==> src/amls5_pkg.sv <==
package amls5_pkg;

    // parse phases
    localparam logic [3:0] PH_SEARCH  = 4'd0;
    localparam logic [3:0] PH_PKGOP   = 4'd1;
    localparam logic [3:0] PH_PKGLEN  = 4'd2;
    localparam logic [3:0] PH_PKGSKIP = 4'd3;
    localparam logic [3:0] PH_COUNT   = 4'd4;
    localparam logic [3:0] PH_I1OP    = 4'd5;
    localparam logic [3:0] PH_I1FIRST = 4'd6;
    localparam logic [3:0] PH_I1REST  = 4'd7;
    localparam logic [3:0] PH_I2OP    = 4'd8;
    localparam logic [3:0] PH_I2FIRST = 4'd9;
    localparam logic [3:0] PH_I2REST  = 4'd10;
    localparam logic [3:0] PH_DONE    = 4'd11;

    // result status codes
    localparam logic [2:0] ST_OK       = 3'd0;
    localparam logic [2:0] ST_NO_NAME  = 3'd1;
    localparam logic [2:0] ST_NOT_PKG  = 3'd2;
    localparam logic [2:0] ST_FEW_ELEM = 3'd3;
    localparam logic [2:0] ST_BAD_INT  = 3'd4;

    // AML opcodes
    localparam logic [7:0] OP_PACKAGE = 8'h12;
    localparam logic [7:0] OP_ZERO    = 8'h00;
    localparam logic [7:0] OP_ONE     = 8'h01;
    localparam logic [7:0] OP_ONES    = 8'hFF;
    localparam logic [7:0] OP_BYTE    = 8'h0A;
    localparam logic [7:0] OP_WORD    = 8'h0B;
    localparam logic [7:0] OP_DWORD   = 8'h0C;
    localparam logic [7:0] OP_QWORD   = 8'h0E;

    localparam logic [31:0] NAME_S5    = 32'h5F53355F;
    localparam logic [15:0] ENABLE_BIT = 16'h2000;

    typedef struct packed {
        logic [23:0] recent;
        logic [3:0]  phase;
        logic [3:0]  skip;
        logic [5:0]  first;
        logic [5:0]  second;
        logic        given;
    } t_state;

    // parser state after reset
    localparam t_state STATE_RESET = {24'd0, PH_SEARCH, 4'd0, 6'd0, 6'd0, 1'b0};

    typedef struct packed {
        logic [2:0]  status;
        logic [15:0] pm1a;
        logic [15:0] pm1b;
    } t_result;

endpackage

==> src/aml_s5_sleep_type_extractor_core.sv <==
// A byte accepted is held in the input stage register and processed when the
// result queue has room; its result, if any, is registered into the queue.
// Throughput: one byte per cycle unless the queue is full; a two-entry result
// queue lets input flow while a result waits to be taken.
// Reset (i_rst_n low at a clock edge) empties input stage and queue and
// returns the parser to name search.
module aml_s5_sleep_type_extractor_core (
    input  logic        i_clk,
    input  logic        i_rst_n,
    input  logic        i_in_valid,
    output logic        o_in_ready,
    input  logic [7:0]  i_table_byte,
    input  logic        i_end_of_table,
    output logic        o_out_valid,
    input  logic        i_out_ready,
    output logic [2:0]  o_status,
    output logic [15:0] o_pm1a_control,
    output logic [15:0] o_pm1b_control
);

    logic                r_in_valid;
    logic [7:0]          r_in_byte;
    logic                r_in_last;
    amls5_pkg::t_state   r_state;
    amls5_pkg::t_state   n_state;
    amls5_pkg::t_result  r_q0;
    amls5_pkg::t_result  r_q1;
    logic [1:0]          r_cnt;
    amls5_pkg::t_result  step_result;
    logic                step_emit;
    logic                advance;
    logic                accept;
    logic                push;
    logic                pop;

    amls5_step u_step (
        .i_state  (r_state),
        .i_byte   (r_in_byte),
        .i_last   (r_in_last),
        .o_state  (n_state),
        .o_emit   (step_emit),
        .o_result (step_result)
    );

    assign advance    = r_in_valid && (r_cnt != 2'd2);
    assign o_in_ready = !r_in_valid || advance;
    assign accept     = i_in_valid && o_in_ready;
    assign push       = advance && step_emit;
    assign pop        = (r_cnt != 2'd0) && i_out_ready;

    always_ff @(posedge i_clk) begin
        if (!i_rst_n) begin
            r_in_valid <= 1'b0;
            r_state    <= amls5_pkg::STATE_RESET;
        end else begin
            if (accept)       r_in_valid <= 1'b1;
            else if (advance) r_in_valid <= 1'b0;
            if (advance)      r_state    <= n_state;
        end
    end

    always_ff @(posedge i_clk) begin
        if (accept) begin
            r_in_byte <= i_table_byte;
            r_in_last <= i_end_of_table;
        end
    end

    always_ff @(posedge i_clk) begin
        if (!i_rst_n) begin
            r_cnt <= 2'd0;
        end else begin
            case ({push, pop})
                2'b10:   r_cnt <= r_cnt + 2'd1;
                2'b01:   r_cnt <= r_cnt - 2'd1;
                default: r_cnt <= r_cnt;
            endcase
        end
    end

    // head in q0, second result in q1
    always_ff @(posedge i_clk) begin
        if (pop) begin
            if (r_cnt == 2'd2) r_q0 <= r_q1;
            else if (push)     r_q0 <= step_result;
        end else if (push) begin
            if (r_cnt == 2'd0) r_q0 <= step_result;
            else               r_q1 <= step_result;
        end
    end

    assign o_out_valid    = (r_cnt != 2'd0);
    assign o_status       = r_q0.status;
    assign o_pm1a_control = r_q0.pm1a;
    assign o_pm1b_control = r_q0.pm1b;

    a_cnt_bound: assert property (@(posedge i_clk) disable iff (!i_rst_n)
        r_cnt != 2'd3)
        else $error("result queue overflow");

    a_err_zero: assert property (@(posedge i_clk) disable iff (!i_rst_n)
        (o_out_valid && o_status != amls5_pkg::ST_OK)
            |-> (o_pm1a_control == 16'd0 && o_pm1b_control == 16'd0))
        else $error("error result carries control words");

    a_ok_enable: assert property (@(posedge i_clk) disable iff (!i_rst_n)
        (o_out_valid && o_status == amls5_pkg::ST_OK)
            |-> (o_pm1a_control[13] && o_pm1b_control[13]))
        else $error("ok result without sleep enable");

    a_last_resets: assert property (@(posedge i_clk) disable iff (!i_rst_n)
        (advance && r_in_last) |=> (r_state.phase == amls5_pkg::PH_SEARCH
                                    && !r_state.given))
        else $error("parser not reset after end of table");

endmodule

==> src/amls5_step.sv <==
module amls5_step (
    input  amls5_pkg::t_state  i_state,
    input  logic [7:0]         i_byte,
    input  logic               i_last,
    output amls5_pkg::t_state  o_state,
    output logic               o_emit,
    output amls5_pkg::t_result o_result
);

    amls5_pkg::t_state n_s;
    logic       err;
    logic       done;
    logic [2:0] err_status;
    logic       op_ok;
    logic       op_imm;
    logic [5:0] op_bits;
    logic [3:0] op_len;
    logic       second_int;

    always_comb begin
        op_ok   = 1'b1;
        op_imm  = 1'b1;
        op_bits = 6'd0;
        op_len  = 4'd0;
        case (i_byte)
            amls5_pkg::OP_ZERO:  op_bits = 6'd0;
            amls5_pkg::OP_ONE:   op_bits = 6'd1;
            amls5_pkg::OP_ONES:  op_bits = 6'h3F;
            amls5_pkg::OP_BYTE:  begin op_imm = 1'b0; op_len = 4'd1; end
            amls5_pkg::OP_WORD:  begin op_imm = 1'b0; op_len = 4'd2; end
            amls5_pkg::OP_DWORD: begin op_imm = 1'b0; op_len = 4'd4; end
            amls5_pkg::OP_QWORD: begin op_imm = 1'b0; op_len = 4'd8; end
            default:             op_ok = 1'b0;
        endcase
    end

    always_comb begin
        n_s        = i_state;
        n_s.recent = {i_state.recent[15:0], i_byte};
        err        = 1'b0;
        done       = 1'b0;
        err_status = amls5_pkg::ST_BAD_INT;
        second_int = (i_state.phase == amls5_pkg::PH_I2OP)
                  || (i_state.phase == amls5_pkg::PH_I2FIRST)
                  || (i_state.phase == amls5_pkg::PH_I2REST);
        o_emit     = 1'b0;
        o_result   = '0;

        case (i_state.phase)
            amls5_pkg::PH_SEARCH: begin
                if ({i_state.recent, i_byte} == amls5_pkg::NAME_S5)
                    n_s.phase = amls5_pkg::PH_PKGOP;
            end
            amls5_pkg::PH_PKGOP: begin
                if (i_byte == amls5_pkg::OP_PACKAGE) begin
                    n_s.phase = amls5_pkg::PH_PKGLEN;
                end else begin
                    err        = 1'b1;
                    err_status = amls5_pkg::ST_NOT_PKG;
                end
            end
            amls5_pkg::PH_PKGLEN: begin
                n_s.skip  = {2'b00, i_byte[7:6]};
                n_s.phase = (i_byte[7:6] == 2'd0) ? amls5_pkg::PH_COUNT
                                                  : amls5_pkg::PH_PKGSKIP;
            end
            amls5_pkg::PH_PKGSKIP: begin
                n_s.skip = i_state.skip - 4'd1;
                if (i_state.skip == 4'd1)
                    n_s.phase = amls5_pkg::PH_COUNT;
            end
            amls5_pkg::PH_COUNT: begin
                if (i_byte < 8'd2) begin
                    err        = 1'b1;
                    err_status = amls5_pkg::ST_FEW_ELEM;
                end else begin
                    n_s.phase = amls5_pkg::PH_I1OP;
                end
            end
            amls5_pkg::PH_I1OP, amls5_pkg::PH_I2OP: begin
                if (!op_ok) begin
                    err = 1'b1;
                end else if (!op_imm) begin
                    n_s.skip  = op_len;
                    n_s.phase = second_int ? amls5_pkg::PH_I2FIRST
                                           : amls5_pkg::PH_I1FIRST;
                end else if (!second_int) begin
                    n_s.first = op_bits;
                    n_s.phase = amls5_pkg::PH_I2OP;
                end else begin
                    n_s.second = op_bits;
                    done       = 1'b1;
                end
            end
            amls5_pkg::PH_I1FIRST, amls5_pkg::PH_I2FIRST: begin
                if (second_int) n_s.second = i_byte[5:0];
                else            n_s.first  = i_byte[5:0];
                n_s.skip = i_state.skip - 4'd1;
                if (i_state.skip != 4'd1)
                    n_s.phase = second_int ? amls5_pkg::PH_I2REST
                                           : amls5_pkg::PH_I1REST;
                else if (!second_int)
                    n_s.phase = amls5_pkg::PH_I2OP;
                else
                    done = 1'b1;
            end
            amls5_pkg::PH_I1REST, amls5_pkg::PH_I2REST: begin
                n_s.skip = i_state.skip - 4'd1;
                if (i_state.skip == 4'd1) begin
                    if (!second_int) n_s.phase = amls5_pkg::PH_I2OP;
                    else             done = 1'b1;
                end
            end
            default: ;  // finished or unused: ignore bytes
        endcase

        if (err) begin
            o_emit          = 1'b1;
            o_result.status = err_status;
            n_s.given       = 1'b1;
            n_s.phase       = amls5_pkg::PH_DONE;
        end else if (done) begin
            o_emit          = 1'b1;
            o_result.status = amls5_pkg::ST_OK;
            o_result.pm1a   = {n_s.first, 10'd0} | amls5_pkg::ENABLE_BIT;
            o_result.pm1b   = {n_s.second, 10'd0} | amls5_pkg::ENABLE_BIT;
            n_s.given       = 1'b1;
            n_s.phase       = amls5_pkg::PH_DONE;
        end

        if (i_last) begin
            if (!o_emit && !i_state.given) begin
                o_emit          = 1'b1;
                o_result.status = (n_s.phase == amls5_pkg::PH_SEARCH)
                                ? amls5_pkg::ST_NO_NAME : amls5_pkg::ST_BAD_INT;
            end
            n_s       = '0;
            n_s.phase = amls5_pkg::PH_SEARCH;
        end

        o_state = n_s;
    end

endmodule
==> config.mk <==
export PLATFORM = sky130hd
export DESIGN_NAME = aml_s5_sleep_type_extractor_core
export DESIGN_NICKNAME = d
export VERILOG_FILES = /design/src/amls5_pkg.sv /design/src/aml_s5_sleep_type_extractor_core.sv /design/src/amls5_step.sv
export SDC_FILE = /design/constraint.sdc
export NUM_CORES = 1
export LEC_CHECK = 0
export BUFFER_PORTS_ARGS = -buffer_cell sky130_fd_sc_hd__buf_2
export CORE_ASPECT_RATIO = 1.5
export CORE_MARGIN = 5
export CORE_UTILIZATION = 30
export DETAILED_ROUTE_END_ITERATION = 6
export GPL_ROUTABILITY_DRIVEN = 0
export PLACE_DENSITY = 0.47
export REMOVE_ABC_BUFFERS = 1
export SLEW_MARGIN = 20
export SYNTH_ARGS = -nofsm -noshare
export SYNTH_HDL_FRONTEND = slang
export SYNTH_SLANG_ARGS = --single-unit
==> constraint.sdc <==
create_clock -name i_clk -period 6.5 [get_ports i_clk]
set_clock_uncertainty 0.05 [all_clocks]
set_input_delay 0.975 -clock i_clk [delete_from_list [all_inputs] [get_ports i_clk]]
set_output_delay 0.975 -clock i_clk [all_outputs]
set_load 0.01 [all_outputs]
After elaboration in Yosys (flattened, before gate mapping)

Cells that the tools add are included.

Add/sub/neg operators: 3
Multiply operators: 0
Divide/modulo/power cells: 0
$lt $le $gt $ge: 1
Equality and inequality tests: 26
Shifts and indexed selects: 0
Mux-type cells: 61
Bitwise logic cells: 2
Reductions and logical operators: 34

Operator list:

| kind                                                                    | count |
|---|---|
| 35-bit 2-to-1 mux                                                       | 5 |
| 32-bit 2-to-1 mux                                                       | 2 |
| 4-bit 2-to-1 mux                                                        | 13 |
| 45-bit 2-to-1 mux                                                       | 1 |
| 20-bit 2-to-1 mux                                                       | 2 |
| 32-bit by 31-bit equality test with 1-bit output, second input constant | 1 |
| 8-bit by 4-bit equality test with 1-bit output, second input constant   | 4 |
| 4-bit case mux with 8 select lines                                      | 1 |
| 6-bit 2-to-1 mux                                                        | 4 |
| 12-bit case mux with 2 select lines                                     | 1 |
| 3-bit 2-to-1 mux                                                        | 7 |
| 1-bit 2-to-1 mux                                                        | 17 |
| 4-bit by 3-bit equality test with 1-bit output, second input constant   | 4 |
| 4-bit case mux with 4 select lines                                      | 1 |
| 4-bit equality test, second input constant                              | 3 |
| 12-bit 2-to-1 mux                                                       | 1 |
| 4-bit case mux with 3 select lines                                      | 1 |
| 6-bit case mux with 2 select lines                                      | 1 |
| 2-bit nonzero test                                                      | 6 |
| 4-bit by 1-bit equality test with 1-bit output, second input constant   | 2 |
| 4-bit by 2-bit equality test with 1-bit output, second input constant   | 2 |
| 8-bit by 1-bit equality test with 1-bit output, second input constant   | 1 |
| 8-bit by 5-bit equality test with 1-bit output, second input constant   | 1 |
| 8-bit equality test, second input constant                              | 1 |
| other kinds (29)                                                        | 45 |

Register bits: 125
Latch bits: 0
RAM bits: 0
ROM bits: 0
Input bits: 13
Logic and storage cells: 143
Memories kept: 0

Depth between registers and ports, before layout

Gate-level depths: netlist (run 1).

Depth in word-level cells: 17
Depth in mapped cells: 12

Modules after synthesis

Synthesis (run 1) repeated with hierarchy kept, for this count alone.

Cell total of the unflattened synthesis: 658
Area total of the unflattened synthesis: 6,786.5 µm²

Modules (own cells, without submodules):

| module                           | times used | cells an instance | area each (µm²) |
|---|---|---|---|
| aml_s5_sleep_type_extractor_core | 1          | 349               | 4,968.5 |
| amls5_step                       | 1          | 309               | 1,818.0 |

Least setup slack after synthesis (run 1)

OpenSTA, ideal clock, no wires.

Path kind: register -> register
From: register r_in_byte[5]
To: register r_q1[10] in the netlist's numbering (enable)
Arrival: 2.592 ns
Required time: 6.047 ns
Path slack: 3.455 ns
Cell stages (with the launch flop): 7
Path buffers: 0
Cell sequence: edfxtp_1 > nor4_4 > nand3_1 > o21ai_1 > a221oi_4 > a21o_2 > nor3_1

Cells in the longest elaborated chain, start to end: 13
Elaborated cells on any way between the ends: 27

Ends and longest elaborated chain:

| item                                                                   | RTL line                               | source |
|---|---|---|
| start, declared                                                        | aml_s5_sleep_type_extractor_core.sv:22 | `logic [7:0] r_in_byte;` |
| start signal, assigned                                                 | aml_s5_sleep_type_extractor_core.sv:64 | `r_in_byte <= i_table_byte;` |
| 8-bit by 1-bit equality test with 1-bit output (tied with other cells) | amls5_step.sv:25                       | `case (i_byte)` |
| 7-bit OR reduction (no line) or 4-bit OR reduction (tied branches)     | n/a                                    |  |
| 1-bit 2-to-1 mux (on tied branches)                                    | amls5_step.sv:25, amls5_step.sv:83     |  |
| 1-bit 2-to-1 mux                                                       | amls5_step.sv:81                       | `if (!op_ok) begin` |
| 1-bit case mux with 3 select lines                                     | amls5_step.sv:49                       | `case (i_state.phase)` |
| 1-bit 2-to-1 mux                                                       | amls5_step.sv:122                      | `end else if (done) begin` |
| 1-bit 2-to-1 mux (*)                                                   | amls5_step.sv:117                      | `if (err) begin` |
| 1-bit logical NOT                                                      | amls5_step.sv:132                      | `if (!o_emit && !i_state.given) begin` |
| 1-bit logical AND                                                      | amls5_step.sv:132                      |  |
| 1-bit 2-to-1 mux                                                       | amls5_step.sv:132                      |  |
| 1-bit 2-to-1 mux (*)                                                   | amls5_step.sv:131                      | `if (i_last) begin` |
| 1-bit logical AND (*)                                                  | aml_s5_sleep_type_extractor_core.sv:48 | `assign push = advance && step_emit;` |
| 3-bit AND reduction (no line) (*)                                      | n/a                                    |  |
| end signal, assigned                                                   | aml_s5_sleep_type_extractor_core.sv:88 | `else r_q1 <= step_result;` |
| end, declared                                                          | aml_s5_sleep_type_extractor_core.sv:27 | `amls5_pkg::t_result r_q1;` |

Mark *: on every way between the ends. The rest lies on a longest branch, timed or not.
A chain may end at the register's enable or synchronous reset.

Worst setup path in the final report (run 1)

From: register r_state[20] in the netlist's numbering
To: register r_q1[27] in the netlist's numbering (enable)

Cells in the longest elaborated chain, start to end: 15
Elaborated cells on any way between the ends: 28

Ends and longest elaborated chain:

| item                                   | RTL line                                               | source |
|---|---|---|
| start, declared                        | aml_s5_sleep_type_extractor_core.sv:24                 | `amls5_pkg::t_state r_state;` |
| start signal, assigned                 | aml_s5_sleep_type_extractor_core.sv:54                 | `r_state <= amls5_pkg::STATE_RESET;` |
| start signal, assigned                 | aml_s5_sleep_type_extractor_core.sv:58                 | `if (advance) r_state <= n_state;` |
| 4-bit equality test (on tied branches) | amls5_step.sv:43, amls5_step.sv:49, amls5_step.sv:44   |  |
| 1-bit logical OR                       | amls5_step.sv:44                                       | `\|\| (i_state.phase == amls5_pkg::PH_I2FIRST)` |
| 1-bit logical OR                       | amls5_step.sv:45                                       | `\|\| (i_state.phase == amls5_pkg::PH_I2REST);` |
| 1-bit 2-to-1 mux                       | amls5_step.sv:87, amls5_step.sv:102, amls5_step.sv:110 |  |
| 1-bit 2-to-1 mux                       | amls5_step.sv:83                                       | `end else if (!op_imm) begin` |
| 1-bit 2-to-1 mux                       | amls5_step.sv:81                                       |  |
| 1-bit case mux with 3 select lines     | amls5_step.sv:49                                       |  |
| 1-bit 2-to-1 mux                       | amls5_step.sv:122                                      |  |
| 1-bit 2-to-1 mux (*)                   | amls5_step.sv:117                                      |  |
| 1-bit logical NOT                      | amls5_step.sv:132                                      |  |
| 1-bit logical AND                      | amls5_step.sv:132                                      |  |
| 1-bit 2-to-1 mux                       | amls5_step.sv:132                                      |  |
| 1-bit 2-to-1 mux (*)                   | amls5_step.sv:131                                      |  |
| 1-bit logical AND (*)                  | aml_s5_sleep_type_extractor_core.sv:48                 |  |
| 3-bit AND reduction (no line) (*)      | n/a                                                    |  |

Marked as above.

==> results of run 1 <==
[per-stage QoR]
stage           util  power, W  setup slack (ns)  hold slack (ns)
6_report       0.341   0.00117              3.23            0.417
2_1_floorplan      -  0.000638              3.30            0.386
4_1_cts        0.341   0.00118              3.22            0.421
5_1_grt        0.341   0.00122              3.00            0.440
3_5_place_dp   0.321  0.000676              3.22            0.413
3_3_place_gp   0.321  0.000675              3.28            0.402
[worst max-delay path: cells and delay by family, from the launching register on]
| kind | cells | cell delay, ns |
|---|---|---|
| flip-flops | 1 | 0.70 |
| AND/OR/NAND/NOR | 3 | 1.45 |
| AO/OA/AOI/OAI | 3 | 0.67 |
[cell usage after synthesis, types with 7 or more instances]
cell / n / share of area
sky130_fd_sc_hd__nand2_1: 67 / 0.056
sky130_fd_sc_hd__dfxtp_1: 46 / 0.21
sky130_fd_sc_hd__nor2_1: 41 / 0.035
sky130_fd_sc_hd__edfxtp_1: 37 / 0.25
sky130_fd_sc_hd__o21ai_0: 28 / 0.031
sky130_fd_sc_hd__nand3b_1: 25 / 0.042
sky130_fd_sc_hd__a21boi_0: 23 / 0.039
sky130_fd_sc_hd__a21oi_1: 22 / 0.025
sky130_fd_sc_hd__buf_4: 21 / 0.035
sky130_fd_sc_hd__clkbuf_1: 17 / 0.014
sky130_fd_sc_hd__nor2b_1: 14 / 0.020
sky130_fd_sc_hd__nand3_1: 12 / 0.013
sky130_fd_sc_hd__nand2b_1: 8 / 0.011
sky130_fd_sc_hd__and2_1: 7 / 0.0098
sky130_fd_sc_hd__inv_1: 7 / 0.0059
sky130_fd_sc_hd__nor3_1: 7 / 0.0079
sky130_fd_sc_hd__o31ai_1: 7 / 0.012
[area by class of cell]
type | instances | area [um2]
inverter | 7 | 26.3
clock buffer | 10 | 239
clock inverter | 6 | 55.1
timing repair buffer | 33 | 175
sequential | 83 | 2030
multi-input combinational | 368 | 2200
fill | 1539 | 9620
tap | 196 | 245
[flip-flops by register name (all words and copies together) (netlist names), 2 cells and up]
signal / cells
o_status: 3
r_q1: 14
r_in_byte: 8
o_pm1a_control: 5
r_state: 43
r_cnt: 2
o_pm1b_control: 6
[cells by family (layout without fill, tap and decap cells)]
logic type / after synthesis / in the layout
AOI/OAI and AO/OA: 129 / 129
xor gates and xnor gates: 5 / 5
muxes: 2 / 2
other: 1 / 20
DFF: 83 / 83
adders and majority gates: 4 / 4
buffers and inverters: 57 / 56
and+or+nand+nor: 208 / 208
[placed cells by master (no fill, tap or decap), types with 5 or more instances in the layout]
| cell type | netlist | final |
|---|---|---|
| sky130_fd_sc_hd__a21boi_0 | 23 | 23 |
| sky130_fd_sc_hd__and2_1 | 7 | 7 |
| sky130_fd_sc_hd__o31ai_1 | 7 | 7 |
| sky130_fd_sc_hd__buf_2 | 6 | 29 |
| sky130_fd_sc_hd__nand4_1 | 5 | 5 |
| sky130_fd_sc_hd__nand3b_1 | 25 | 25 |
| sky130_fd_sc_hd__conb_1 | 1 | 20 |
| sky130_fd_sc_hd__a21oi_1 | 22 | 22 |
| sky130_fd_sc_hd__edfxtp_1 | 37 | 37 |
| sky130_fd_sc_hd__nor2_1 | 41 | 41 |
| sky130_fd_sc_hd__clkbuf_16 | 0 | 9 |
| sky130_fd_sc_hd__nor3_1 | 7 | 6 |
| sky130_fd_sc_hd__nand2b_1 | 8 | 8 |
| sky130_fd_sc_hd__nand3_1 | 12 | 12 |
| sky130_fd_sc_hd__inv_1 | 7 | 7 |
| sky130_fd_sc_hd__o21ai_0 | 28 | 28 |
| sky130_fd_sc_hd__dfxtp_1 | 46 | 46 |
| sky130_fd_sc_hd__nor2b_1 | 14 | 13 |
| sky130_fd_sc_hd__nand2_1 | 67 | 67 |
[how the worst min path moves through the flow]
stage / from / end / slack (ns) / depth (start not counted)
final: r_state[41] / r_state[41] / 0.42 / 2
after global routing: r_state[40] / r_state[40] / 0.44 / 2
after CTS: r_state[41] / r_state[41] / 0.42 / 2
after detailed placement: r_state[43] / r_state[43] / 0.41 / 2
after global placement: r_state[41] / r_state[41] / 0.40 / 2
after floorplan: r_state[43] / r_state[43] / 0.39 / 2
[power groups by stage]
stage	combinational, W	sequential [W]	clock (W)
after CTS	0.0000918	0.000573	0.000519
after global routing	0.000100	0.000575	0.000544
after detailed placement	0.0000914	0.000584	0
after floorplan	0.0000555	0.000583	0
final	0.0000906	0.000573	0.000508
after global placement	0.0000911	0.000584	0
[routing by layer]
layer,track usage,up-vias,part of all wire
li1,-,1751,-
met1,0.145,1672,0.39
met2,0.233,106,0.52
met3,0.0252,16,0.050
met4,0.0749,0,0.036
met5,0,-,0
==> results.cfg, run 1 <==
[clock_network]
max-clock-path-buffers = 2
post_cts_resize_count = 0
clock_sinks = 83
cts_root_buffer = sky130_fd_sc_hd__clkbuf_16
postCtsHoldBufs = 0
cts_tree = done
cts-htree-levels = 3
path_clk_slew_ns = 0.06
number_of_buffers_added_by_the_clock_tree_synthesis_step = 9
cts_setup_buffers = 0
insertion_delay_ns = 0.33

[finish]
antennaDiodeCount = 0
num-nets-final = 519
layoutNonFillerInstCount = 703
layout_cell_share_with_drive_strength_beyond_1 = 0.122
area_growth_pct = 11.6
layout.cell_area.non_filler_um2 = 4980

[setup_path]
worstPathArrival_ns = 3.17
worst_r2r_endpoint = r_q1[27]
timing.critical_path.cells = or3b_1 > a21oi_4 > and2_4 > a221oi_4 > a21o_2 > nor3_2
r2r_path_start = r_state[20]
critical_path_required_ns = 6.40
crit_path_max_incr_delay_ns = 0.77
criticalPathCategory = reg2reg
setup.worst_path.end = r_q1[27]
worst-r2r-cell-count = 6
critical_path.max_fanout = 20
start_kind = flop
startpoint = r_state[20]
critical_path.slowest_cell = sky130_fd_sc_hd__nor3_2
r2r_setup_slack_ns = 3.23
worstSetupEndpointType = flop

[drt]
drtIter0Drc = 392
drc_errors = 0
postRouteWirelength_mm = 11.3
antenna_violating_nets_post_route = 0
detail_route.first_pass.iterations = 5
via_per_inst = 5.04
dr_total_vias = 3545
routed_wire_length_per_instance_um = 16.1

[die]
rows = 54
core_region_area_um2 = 14600
design.die.area_um2 = 17400
fp.dieH_um = 159
starting_utilization_of_the_core_area = 0.305
floorplan.io_pins = 50
chipWidth_um = 110

[logic_synthesis]
synth_top_family_by_area = simple AND/OR/NAND/NOR gates
synth_enable_flop_cells = 37
synth.mux.area_fraction = 0.00477
post_synth_and_or_nand_nor_area_fraction = 0.247
synth_seq_cells = 83
synth_area_in_xor_xnor = 0.00982
synth_sequential_area_ratio = 0.456
synthArstFlopShare = 0
synth_top_flop_cell = sky130_fd_sc_hd__dfxtp_1
synth-compound-area-share = 0.203
netlist_area_um2 = 4460
ys.warnings.count = 0
synthAdderAreaFrac = 0.0112
syn-mean-instance-area_um2 = 9.12
yosys.cell_types.count = 64
syn_inst = 489

[sta]
drv_slew = 0
totalNegativeSetupSlack_ns = 0
post-route-min-period_ns = 3.27
slew_of_the_pin_with_the_lowest_slew_margin_ns = 1.02
final.period_utilization = 0.503
slew_headroom = 0.316
finalHoldViolations = 0
fmaxAchievable_mhz = 306
finalSetupViolCount = 0
setup_repair_after_global_routing_missed_its_margin = no

[power_and_ir_drop]
total_switching_power_w = 0.000278
power.static_leakage_nw = 1.63
power.internal_w = 0.000893
sw_frac_of_total = 0.237
share_clk_of_total_power = 0.433
seqPwrFrac = 0.489
powerDensity_nw_per_um2 = 235
vdd_drop_max_mv = 0.143
pwr-share-comb = 0.077

[status]
run_status = finished clean

[global_routing]
global_route_wire_length_before_repair_mm = 18.2
globalRouteTotalUtil = 0.132
globalRoute.totalOverflow = 0
grt_max_degree = 43
initial_antenna_violation_count = 0
first_global_vias = 3528

[placement]
placement_cell_area_um2 = 4680
place_inst = 687
portBuffers = 29
detailed_place_hpwl_mm = 8.13

[run]
max_cap_violations = 0

[hold_path]
worst_hold_path_type = reg2reg
Note: power is estimated with default switching activity, not from simulation.
==> run 2, diff against run 1 <==
Settings changed: ABC_AREA from default to 1, PLACE_DENSITY 0.47 to 0.49.
Clock period 6.5 ns to 2.95 ns, I/O delays scaled along.
==> run 2 against run 1 <==
  * Total power up 120%
  * Cell area up 1.4%
  * Combinational power up 110%
  * Critical endpoint is now o_pm1a_control[11]
==> results.cfg, run 2 <==
[drt]
highest_layer = met4
routed-wl-met2_mm = 5.63
dr_total_vias = 3652
detail_route.first_pass.iterations = 7
route.layer.met1.wl_mm = 4.48
postRouteWirelength_mm = 10.8
antenna_violating_nets_post_route = 0
drtIter0Drc = 212
routed_wire_length_per_instance_um = 13.4
drc_errors = 0
dr_wl_met3_um = 402
via_per_inst = 4.53

[logic_synthesis]
netlist_area_um2 = 4450
yosys-top-cells-count = 147 x sky130_fd_sc_hd__nand2_1, 59 x sky130_fd_sc_hd__nor2_1, 54 x sky130_fd_sc_hd__inv_1
syn-mean-instance-area_um2 = 7.73
yosys.cell_types.count = 43
post_synth_and_or_nand_nor_area_fraction = 0.276
syn_inst = 575
synth_area_in_xor_xnor = 0.00591
synth_top_flop_cell = sky130_fd_sc_hd__dfxtp_1
synthArstFlopShare = 0
synthAdderAreaFrac = 0.0113
netlist.top_cell.by_area = sky130_fd_sc_hd__edfxtp_1
synth.mux.area_fraction = 0
synth_enable_flop_cells = 37
ys.warnings.count = 0
synth_seq_cells = 83
synth_top_area_share = 0.250
post_synth_main_area_contributors = sky130_fd_sc_hd__edfxtp_1 25%, sky130_fd_sc_hd__dfxtp_1 21%, sky130_fd_sc_hd__nand2_1 12%
synth_sequential_area_ratio = 0.457
synth_top_family_by_area = simple AND/OR/NAND/NOR gates
synth.most_common_cell = sky130_fd_sc_hd__nand2_1
synth-compound-area-share = 0.145

[power_and_ir_drop]
powerDensity_nw_per_um2 = 511
share_clk_of_total_power = 0.441
power.internal_w = 0.00192
vdd_drop_max_mv = 0.236
seqPwrFrac = 0.487
power.static_leakage_nw = 1.97
pwr-share-comb = 0.072
total_switching_power_w = 0.000655
sw_frac_of_total = 0.254

[setup_path]
critical_path.slowest_cell = sky130_fd_sc_hd__edfxtp_1
crit_path_max_incr_delay_ns = 0.46
cpLargestDelayFamily = simple AND/OR/NAND/NOR gates
path_buf_inv = 3
criticalPathCategory = reg2reg
r2r_setup_slack_ns = 0.29
worstPathArrival_ns = 2.59
worstSetupEndpointType = flop
worst_r2r_endpoint = o_pm1a_control[11]
crit_path_frequent_cell = sky130_fd_sc_hd__nand2_2
timing.critical_path.cells = nor2_1 > nand2_2 > inv_4 > nand2_2 > nand2_4 > nand3_2 > nand2_2 > inv_2 > nand3_4 > o21ai_2 > ha_1 > nand3b_1 > inv_1
worst-r2r-cell-count = 13
start_kind = flop
r2r_path_start = r_in_byte[4]
critical_path_required_ns = 2.88
critical_path.max_fanout = 14

[clock_network]
cts_setup_buffers = 0
cts-htree-levels = 3
path_clk_slew_ns = 0.07
insertion_delay_ns = 0.34
clock_sinks = 83
cts_root_buffer = sky130_fd_sc_hd__clkbuf_16
number_of_buffers_added_by_the_clock_tree_synthesis_step = 9
postCtsHoldBufs = 0
cts_tree = done
post_cts_resize_count = 0
max-clock-path-buffers = 2

[placement]
portBuffers = 29
preCtsSetupSlack_ns = 0.247
detailed_place_hpwl_mm = 8.13

[status]
run_status = finished clean

[finish]
largest_registers = r_state x43, r_q1 x14, r_in_byte x8
area_growth_pct = 13.5
largest_register_ff_count = 43
final_common_cell = sky130_fd_sc_hd__nand2_1
antennaDiodeCount = 0
layout_cell_share_with_drive_strength_beyond_1 = 0.164
regMostFlops = r_state
layout.cells.most_common_list = 147 x sky130_fd_sc_hd__nand2_1, 58 x sky130_fd_sc_hd__nor2_1, 54 x sky130_fd_sc_hd__inv_1
utilization = 0.347
num-nets-final = 622

[hold_path]
min-delay-start = i_end_of_table
timing.hold.worst_endpoint = r_in_last
hold_path_depth = 1
worst_hold_path_type = in2reg

[global_routing]
globalRoute.totalOverflow = 0
grt_max_degree = 39
global_route_wire_length_before_repair_mm = 17.8
initial_antenna_violation_count = 0
globalRouteTotalUtil = 0.128
first_global_vias = 3672

[sta]
setup_repair_after_global_routing_missed_its_margin = no
worst_hold_slack_ns = 0.219
final.period_utilization = 0.900
totalNegativeSetupSlack_ns = 0
fmaxAchievable_mhz = 377
finalSetupViolCount = 0
post-route-min-period_ns = 2.66
finalHoldViolations = 0
drv_slew = 0
layout_setup_ws_ns = 0.295

[die]
starting_utilization_of_the_core_area = 0.306
chipWidth_um = 109
floorplan.io_pins = 50
design.die.area_um2 = 17400
rows = 54
core_region_area_um2 = 14500
fp.dieH_um = 159

[run]
max_cap_violations = 0
==> run 2: routing by layer <==
metal,vias to the layer above,GRT usage
met5,-,0
met3,14,0.0235
li1,1906,-
met4,0,0.0516
met1,1647,0.147
met2,85,0.229
==> run 2: power by group through the flow <==
stage	Clock (W)	Sequential (W)	Combinational, W
floorplan	0	0.00128	0.000122
global placement	0	0.00128	0.000188
detailed placement	0	0.00128	0.000189
CTS	0.00118	0.00125	0.000189
global route	0.00123	0.00126	0.000211
finish	0.00114	0.00125	0.000186
==> run 2: final cells by class <==
cell class / count / area, um2
inverter: 66 / 250
sequential: 83 / 2030
multi-input combinational: 410 / 2030
clock inverter: 6 / 52.6
clock buffer: 10 / 250
timing repair buffer: 35 / 190
fill: 1575 / 9480
tap: 196 / 245
==> run 2: worst max-delay path by stage <==
stage	startpoint	to	slack (ns)	depth (start not counted)
CTS	r_in_byte[4]	o_pm1a_control[12]	0.24	13
global route	r_in_byte[4]	o_pm1a_control[11]	0.009	13
floorplan	r_cnt[0]	r_state[3]	0.06	7
global placement	r_in_byte[1]	o_pm1a_control[11]	0.32	12
detailed placement	r_in_byte[1]	o_pm1a_control[12]	0.25	12
finish	r_in_byte[4]	o_pm1a_control[11]	0.29	13
==> run 2: cell families (layout without fill, tap and decap cells) <==
family	after synthesis	in the layout
and+or+nand+nor	272	272
AOI/OAI and AO/OA	111	111
buffers and inverters	101	117
DFF	83	83
adders and majority gates	4	4
xor gates and xnor gates	3	3
other	1	20
==> run 2: per-stage QoR <==
step,power (W),cells,area (um2)
detailed placement,0.00147,790,4740
global route,0.00270,806,5050
floorplan,0.00140,559,4310
finish,0.00258,806,5050
CTS,0.00263,806,5050
global placement,0.00147,790,4740
==> run 3, diff against run 2 <==
Settings changed: PLACE_DENSITY 0.49 to 0.47.
Clock period 2.95 ns to 2.8 ns, I/O delays scaled along.
==> run 3 against run 2 <==
  * Clock power up 5%
  * Register-to-register slack better by 0.02 ns
  * Combinational power up 4%
  * Cell area about the same
  * Worst hold slack worse by 0.030 ns
  * Critical path type unchanged
  * Count of clock-buffer cells in the layout down 1
  * Critical endpoint is now o_pm1b_control[11]
  * Flip-flop and latch count unchanged
  * Highest routed layer unchanged
  * Sequential share of layout area about the same
==> results.cfg, run 3 (same netlist as run 2, synthesis figures left out) <==
[status]
run_status = finished clean

[sta]
fmaxAchievable_mhz = 402
totalNegativeSetupSlack_ns = 0
final.period_utilization = 0.888
setup_repair_after_global_routing_missed_its_margin = no
finalSetupViolCount = 0
drv_slew = 0
layout_setup_ws_ns = 0.314
finalHoldViolations = 0
post-route-min-period_ns = 2.49

[placement]
detailed_place_hpwl_mm = 7.95
portBuffers = 29
preCtsSetupSlack_ns = 0.296
place_inst = 791

[finish]
final_common_cell = sky130_fd_sc_hd__nand2_1
number_of_fill_cells_in_the_layout = 1567
layoutNonFillerInstCount = 807
num-nets-final = 623
utilization = 0.348
layout_cell_share_with_drive_strength_beyond_1 = 0.165
layout.cells.most_common_list = 147 x sky130_fd_sc_hd__nand2_1, 58 x sky130_fd_sc_hd__nor2_1, 54 x sky130_fd_sc_hd__inv_1
regMostFlops = r_state
largest_register_ff_count = 43
largest_registers = r_state x43, r_q1 x14, r_in_byte x8
antennaDiodeCount = 0
area_growth_pct = 13.6

[drt]
routed_wire_length_per_instance_um = 13.0
antenna_violating_nets_post_route = 0
via_per_inst = 4.57
drtIter0Drc = 206
drc_errors = 0
dr_total_vias = 3687
detail_route.first_pass.iterations = 4
postRouteWirelength_mm = 10.5

[clock_network]
post_cts_resize_count = 0
cts_root_buffer = sky130_fd_sc_hd__clkbuf_16
cts-htree-levels = 3
path_clk_slew_ns = 0.07
clock_sinks = 83
postCtsHoldBufs = 0
number_of_buffers_added_by_the_clock_tree_synthesis_step = 9
cts_tree = done
insertion_delay_ns = 0.35
cts_setup_buffers = 0
max-clock-path-buffers = 2

[power_and_ir_drop]
vdd_drop_max_mv = 0.324
power.static_leakage_nw = 1.99
design_power_total_w = 0.00271
powerDensity_nw_per_um2 = 536

[hold_path]
hold_path_depth = 1
worst_hold_path_type = in2reg
min-delay-start = i_table_byte[2]

[global_routing]
global_route_wire_length_before_repair_mm = 17.5
grt_max_degree = 44
globalRoute.totalOverflow = 0
first_global_vias = 3578
initial_antenna_violation_count = 0
globalRouteTotalUtil = 0.126

[setup_path]
worstPathArrival_ns = 2.48
worstSetupEndpointType = flop
critical_path.max_fanout = 14
criticalPathCategory = reg2reg
r2r_path_start = r_state[14]
start_kind = flop
critical_path_required_ns = 2.80
timing.critical_path.cells = inv_1 > ha_1 > nand2_1 > nor2_2 > inv_1 > nor2_1 > nand2_1 > nand2_2 > inv_2 > nand3_4 > o21ai_2 > ha_1 > nand3b_1 > inv_1 > buf_4
worst-r2r-cell-count = 15
crit_path_frequent_cell = sky130_fd_sc_hd__inv_1
startpoint = r_state[14]
critical_path.slowest_cell = sky130_fd_sc_hd__dfxtp_1
crit_path_max_incr_delay_ns = 0.31

[die]
design.die.area_um2 = 17400
fp.dieH_um = 159
chipWidth_um = 109
core_region_area_um2 = 14500
rows = 54
starting_utilization_of_the_core_area = 0.306
floorplan.io_pins = 50

[run]
max_cap_violations = 0
-- run 3: path summary, 6_finish.rpt --
kind                        endpoint  slack [ns]
setup / recovery  o_pm1b_control[11]        0.31
hold / removal          r_in_byte[2]        0.19
setup reg to reg  o_pm1b_control[11]        0.31
hold reg to reg          r_state[41]        0.42
-- run 3: layout make-up --
class / count / area, um2 / area share
inverters: 66 / 250 / 0.0496
clock buffers: 9 / 225 / 0.0446
well taps: 196 / 245 / 0.0486
flip-flops and latches: 83 / 2030 / 0.402
repair buffers: 36 / 198 / 0.0391
multi-input cells: 410 / 2030 / 0.401
clock inverters: 7 / 73.8 / 0.0146
-- run 3: per-layer routing --
metal / vias to the layer above / wire length (um) / part of all wire / global-route usage
met5: - / 0 / 0 / 0
met4: 0 / 303 / 0.029 / 0.0562
met3: 20 / 350 / 0.033 / 0.0264
met2: 61 / 5310 / 0.50 / 0.213
met1: 1694 / 4560 / 0.43 / 0.151
li1: 1912 / - / - / -
-- run 3: metrics by stage --
| stage | cell area [um2] | hold WS, ns |
|---|---|---|
| 6_report | 5050 | 0.189 |
| 5_1_grt | 5050 | 0.182 |
| 4_1_cts | 5050 | 0.179 |
| 3_5_place_dp | 4750 | 0.408 |
| 3_3_place_gp | 4750 | 0.398 |
| 2_1_floorplan | 4310 | 0.385 |
-- run 3: critical path: cells and delay by family, from the launching register on --
kind	cells	cell delay, ns
and+or+nand+nor	7	0.82
buffers and inverters	5	0.58
adders and majority gates	2	0.34
DFF	1	0.31
AOI/OAI and AO/OA	1	0.09
-- run 3: report_power, final --
part	switching (W)	internal, W
Clock	0.000563	0.000633
Sequential	0.0000255	0.00129
Combinational	0.000134	0.0000596
Total	0.000723	0.00198
